File: config.mk
export PLATFORM = sky130hd
export DESIGN_NAME = chd_ram
export DESIGN_NICKNAME = d
export VERILOG_FILES = /design/src/design/chd_ram.sv
export SDC_FILE = /design/constraint.sdc
export NUM_CORES = 2
export LEC_CHECK = 0
export ABC_CLOCK_PERIOD_IN_PS = 3700
export BUFFER_PORTS_ARGS = -buffer_cell sky130_fd_sc_hd__buf_2
export CORE_ASPECT_RATIO = 2
export CORE_UTILIZATION = 29
export CTS_BUF_LIST = sky130_fd_sc_hd__clkbuf_8
export CTS_CLUSTER_DIAMETER = 80
export CTS_CLUSTER_SIZE = 10
export DETAILED_ROUTE_END_ITERATION = 8
export PLACE_DENSITY = 0.43
export REMOVE_ABC_BUFFERS = 1
export SETUP_SLACK_MARGIN = 0.4
export SLEW_MARGIN = 25
export SYNTH_ARGS = -nofsm -noshare
export SYNTH_HDL_FRONTEND = slang
export SYNTH_SLANG_ARGS = --single-unit
export TNS_END_PERCENT = 20
File: constraint.sdc
create_clock -name i_clk -period 3.7 [get_ports i_clk]
set_input_delay 0.74 -clock i_clk [delete_from_list [all_inputs] [get_ports i_clk]]
set_output_delay 0.74 -clock i_clk [all_outputs]
set_load 0.02 [all_outputs]
File: src/design/chd_ram.sv
`default_nettype none
// Generic single-write, single-read RAM with a registered read port.
module chd_ram #(
    parameter int WIDTH = 8,
    parameter int DEPTH = 256,
    parameter int AW    = (DEPTH > 1) ? $clog2(DEPTH) : 1
) (
    input  wire logic             i_clk,
    input  wire logic             i_we,
    input  wire logic [AW-1:0]    i_waddr,
    input  wire logic [WIDTH-1:0] i_wdata,
    input  wire logic             i_re,
    input  wire logic [AW-1:0]    i_raddr,
    output logic      [WIDTH-1:0] o_rdata
);

    logic [WIDTH-1:0] r_mem [DEPTH];

    always_ff @(posedge i_clk) begin
        if (i_we) begin
            r_mem[i_waddr] <= i_wdata;
        end
        if (i_re) begin
            o_rdata <= r_mem[i_raddr];
        end
    end

endmodule
`default_nettype wire

==> impl_results.html <==
<table>
<tr><th>Metric</th><th>Value</th></tr>
<tr><th colspan="2">STA</th></tr>
<tr><td>Fin. Hold Viols</td><td>0</td></tr>
<tr><td>Slack of the critical path</td><td>~0.55 ns</td></tr>
<tr><td>Period Utilization, post-route</td><td>85.3%</td></tr>
<tr><td>Time the worst path needs with I/O delays and setup</td><td>around 3.2 ns</td></tr>
<tr><td>Relative slew slack</td><td>28.6%</td></tr>
<tr><td>Setup skew after layout</td><td>0.0666 ns</td></tr>
<tr><td>Final count of pins violating max slew</td><td>0</td></tr>
<tr><td>FMAX</td><td>roughly 320 MHz</td></tr>
<tr><td>RSZ-0062 raised after global routing</td><td>no</td></tr>
<tr><td>Transition at the pin with the smallest max-transition slack</td><td>between 1 and 1.5 ns</td></tr>
<tr><td>Final-report setup violation count</td><td>0</td></tr>
<tr><th colspan="2">Worst setup path</th></tr>
<tr><td>Stages on worst setup path</td><td>10</td></tr>
<tr><td>Cell at the slowest stage of the critical path</td><td>mux4_2</td></tr>
<tr><td>Kind of cell with the highest combined delay on the critical path</td><td>compound AO/OA/AOI/OAI gates</td></tr>
<tr><td>Max FO, Critical Path</td><td>27</td></tr>
<tr><td>Slowest stage delay, CP</td><td>~0.6 ns</td></tr>
<tr><td>Critical path startpoint category</td><td>input pin</td></tr>
<tr><td>Number of cells on the worst reg-to-reg path</td><td>7</td></tr>
<tr><td>Worst EP arrival</td><td>3.89 ns</td></tr>
<tr><td>Worst Path Buf+Inv</td><td>4</td></tr>
<tr><td>Required time at the endpoint of the critical path</td><td>4.43 ns</td></tr>
<tr><td>Crit end category</td><td>register</td></tr>
<tr><td>Cell chain of the critical path</td><td>buf_8 -&gt; buf_12 -&gt; buf_12 -&gt; mux4_2 -&gt; a22o_1 -&gt; a221oi_1 -&gt; o32ai_1 -&gt; nor3_1 -&gt; buf_4 -&gt; nor4_1</td></tr>
<tr><td>Cell mode on critical path</td><td>buf_12</td></tr>
<tr><td>Critical path type</td><td>in -&gt; reg</td></tr>
<tr><th colspan="2">Place</th></tr>
<tr><td>Placement Setup Slack</td><td>-0.404 ns</td></tr>
<tr><td>Post-DP HPWL</td><td>approximately 170 mm</td></tr>
<tr><td>Final RePlAce weighted congestion</td><td>between 0.8 and 0.9</td></tr>
<tr><td>Number of buffer cells added on primary ports</td><td>34</td></tr>
<tr><th colspan="2">Finish</th></tr>
<tr><td>Most common cell after layout, fill and taps aside</td><td>edfxtp_1</td></tr>
<tr><td>Count of nets after finishing</td><td>about 4400</td></tr>
<tr><td>Area growth from synthesis to layout</td><td>14.8%</td></tr>
<tr><td>Proportion of layout cells with a drive suffix above 1</td><td>a little under a third</td></tr>
<tr><td>Finished Core Util</td><td>between 30 and 40%</td></tr>
<tr><td>Commonest cells after routing, fill and taps aside</td><td>edfxtp_1 (2056), buf_4 (535), mux4_2 (454)</td></tr>
<tr><th colspan="2">Logic synthesis</th></tr>
<tr><td>Post-synthesis cell area</td><td>approximately 80000 um^2</td></tr>
<tr><td>EDFF count, synth</td><td>2056</td></tr>
<tr><td>Number of warnings issued by yosys</td><td>0</td></tr>
<tr><td>Post-Synthesis Mean Instance Area</td><td>approximately 21 um^2</td></tr>
<tr><td>Share of async-settable or async-resettable flops after synthesis</td><td>0%</td></tr>
<tr><td>Number of distinct standard cells referenced by the synthesized netlist</td><td>between 50 and 60</td></tr>
<tr><td>Synthesized flop and latch total</td><td>just over 2000</td></tr>
<tr><td>Top_reg_cell synth</td><td>edfxtp_1</td></tr>
<tr><td>Synth Instances</td><td>about 3700</td></tr>
<tr><td>Share of synthesized area occupied by flip-flops and latches</td><td>between 70% and 80%</td></tr>
<tr><th colspan="2">Power</th></tr>
<tr><td>Worst vdd rail ir drop</td><td>between 0.3 and 0.4 mV</td></tr>
<tr><td>Part of the total power dissipated in the clock network</td><td>approximately a third</td></tr>
<tr><td>Switching Fraction</td><td>between 20% and 30%</td></tr>
<tr><td>Net switching power of the design</td><td>approximately 0.0096 W</td></tr>
<tr><td>Power per cell area</td><td>roughly 460 nW/um^2</td></tr>
<tr><td>Standby leakage power</td><td>between 20 and 30 nW</td></tr>
<tr><td>Portion of total power attributed to combinational logic</td><td>~6.6%</td></tr>
<tr><td>Sequential Power Share</td><td>approximately 61%</td></tr>
<tr><td>Internal Dissipation</td><td>roughly 0.032 W</td></tr>
<tr><th colspan="2">GRT</th></tr>
<tr><td>First-pass GRT wire length</td><td>roughly 340 mm</td></tr>
<tr><td>Total gr overflow</td><td>0</td></tr>
<tr><td>Maximum number of pins on one net before global-route repair</td><td>95</td></tr>
<tr><td>Vias in the first global route</td><td>42683</td></tr>
<tr><td>Total routing usage reported by global routing</td><td>17.8%</td></tr>
<tr><td>Antenna violations before repair</td><td>12</td></tr>
<tr><th colspan="2">Clock network</th></tr>
<tr><td>H-tree depth</td><td>4</td></tr>
<tr><td>Number of post-CTS setup repair buffers</td><td>0</td></tr>
<tr><td>Clock transition at path regs</td><td>roughly 0.080 ns</td></tr>
<tr><td>Sink Count</td><td>2056</td></tr>
<tr><td>Clock tree from TritonCTS</td><td>built</td></tr>
<tr><td>Worst skew pair latency</td><td>1.03 ns</td></tr>
<tr><td>CTS Hold Bufs</td><td>0</td></tr>
<tr><td>Number of buffers added by the clock tree synthesis step</td><td>between 200 and 250</td></tr>
<tr><td>CTS resizes</td><td>0</td></tr>
<tr><td>Cell at the root of the clock tree</td><td>clkbuf_8</td></tr>
<tr><td>Maximum count of clock buffers along a single path</td><td>4</td></tr>
<tr><th colspan="2">Floorplanning</th></tr>
<tr><td>Std cell rows</td><td>271</td></tr>
<tr><td>Effective utilization at floorplan</td><td>between 20% and 30%</td></tr>
<tr><td>Horiz. Die Dim</td><td>roughly 370 um</td></tr>
<tr><td>DIE AREA</td><td>277000 um^2</td></tr>
<tr><td>Die height</td><td>743 um</td></tr>
<tr><td>IO Pins</td><td>35</td></tr>
<tr><td>Core footprint</td><td>273000 um^2</td></tr>
<tr><th colspan="2">Hold path</th></tr>
<tr><td>Hold Crit Class</td><td>in -&gt; reg</td></tr>
<tr><td>Hold Path Depth</td><td>1</td></tr>
<tr><th colspan="2">Routing</th></tr>
<tr><td>Count of antenna-violating nets left after detailed routing</td><td>0</td></tr>
<tr><td>Initial drt markers</td><td>2641</td></tr>
<tr><td>Number of optimization iterations in the first detailed-route pass</td><td>5</td></tr>
<tr><td>Vias per Instance</td><td>4.96</td></tr>
<tr><td>WL per Instance</td><td>a little over 30 um</td></tr>
<tr><td>Total wire length after detailed routing</td><td>247 mm</td></tr>
<tr><td>Detailed-route via count</td><td>~40000</td></tr>
<tr><td>Final routed DRC violation total</td><td>0</td></tr>
<tr><th colspan="2">Flow run</th></tr>
<tr><td>Max-capacitance violation count</td><td>0</td></tr>
<tr><th colspan="2">Run status</th></tr>
<tr><td>Status</td><td>completed</td></tr>
</table>
registers in the layout, indices dropped and copies added, names as in the netlist:
name / flops
o_rdata: 8
r_mem: 2048
per-layer routing:
metal,global-route usage [%],wire length (um),up-vias
met2,36.0,145000,906
li1,-,-,16716
met1,18.1,83800,21333
met3,1.95,8070,352
met5,0,0,-
met4,6.57,9740,0
worst register-to-register path: stages (launching register included):
cell and delay (ns):
edfxtp_1 0.38, mux4_1 0.69, mux4_2 0.56, nor2_1 0.12
a2111oi_1 0.07, buf_4 0.15, nor3_1 0.71, nor4_1 0.12
final cells by class:
cell class | instances | area (um^2)
diodes | 10 | 25.0
clock buffers | 233 | 3210
clock inverters | 4 | 55.1
fillers | 25938 | 181000
inverters | 2 | 7.51
multi-input cells | 1442 | 16600
flip-flops and latches | 2056 | 61700
well taps | 3549 | 4440
repair buffers | 622 | 5380
stage by stage:
step	instance area (um^2)	TNS, ns	instances	hold WS [ns]	total power (W)
6_report	91400	0	7918	0.130	0.0419
3_5_place_dp	88100	-1.91	7671	1.13	0.0291
3_3_place_gp	88100	-2.93	7670	1.16	0.0290
4_1_cts	91400	0	7908	0.0444	0.0425
5_1_grt	91400	0	7912	0.0857	0.0432
2_1_floorplan	78200	0	3500	0.839	0.0271
path summary, 6_finish.rpt:
kind	slack, ns	from	endpoint
max	0.55	i_raddr[0]	o_rdata[3]
min	0.13	i_wdata[1]	r_mem[3][1]
max reg2reg	0.67	r_mem[129][1]	o_rdata[1]
min reg2reg	1.15	r_mem[32][5]	o_rdata[5]
kinds of logic after synthesis:
| family | count (synthesis) | synth area share (%) |
|---|---|---|
| flops | 2056 | 77.5 |
| compound gates | 385 | 3.42 |
| buf+inv | 235 | 1.83 |
| simple gates | 466 | 2.63 |
| mux | 591 | 14.6 |
Yosys cell counts (4+ instances only):
master / number / area, um^2
nand3_1: 34 / 170
a22o_1: 8 / 70.1
nor3_1: 22 / 110
nor2b_1: 31 / 194
mux4_2: 454 / 10200
a22oi_1: 133 / 998
o21ai_0: 10 / 50.1
nand2_1: 33 / 124
buf_1: 22 / 82.6
o32ai_1: 4 / 35.0
clkbuf_1: 111 / 417
o22ai_1: 28 / 175
and2_1: 6 / 37.5
nand4_1: 10 / 62.6
buf_4: 27 / 203
nor2_1: 282 / 1060
buf_12: 8 / 160
nor4_1: 24 / 150
a211oi_1: 16 / 120
o221ai_1: 46 / 403
edfxtp_1: 2056 / 61700
mux2i_1: 134 / 1340
o211ai_1: 10 / 75.1
buf_8: 13 / 195
a221oi_1: 13 / 114
o22a_1: 5 / 43.8
buf_6: 21 / 236
nand2b_1: 8 / 50.1
buf_2: 31 / 155
or2_2: 4 / 25.0
a21oi_1: 96 / 480
power by group through the flow:
stage / logic, W / clock network, W / registers, W
after floorplan: 0.000901 / 0 / 0.0262
after global placement: 0.00283 / 0 / 0.0262
after detailed placement: 0.00286 / 0 / 0.0262
after CTS: 0.00286 / 0.0140 / 0.0257
after global routing: 0.00291 / 0.0146 / 0.0257
final: 0.00277 / 0.0134 / 0.0257
Note: power is estimated with default switching activity, not from simulation.
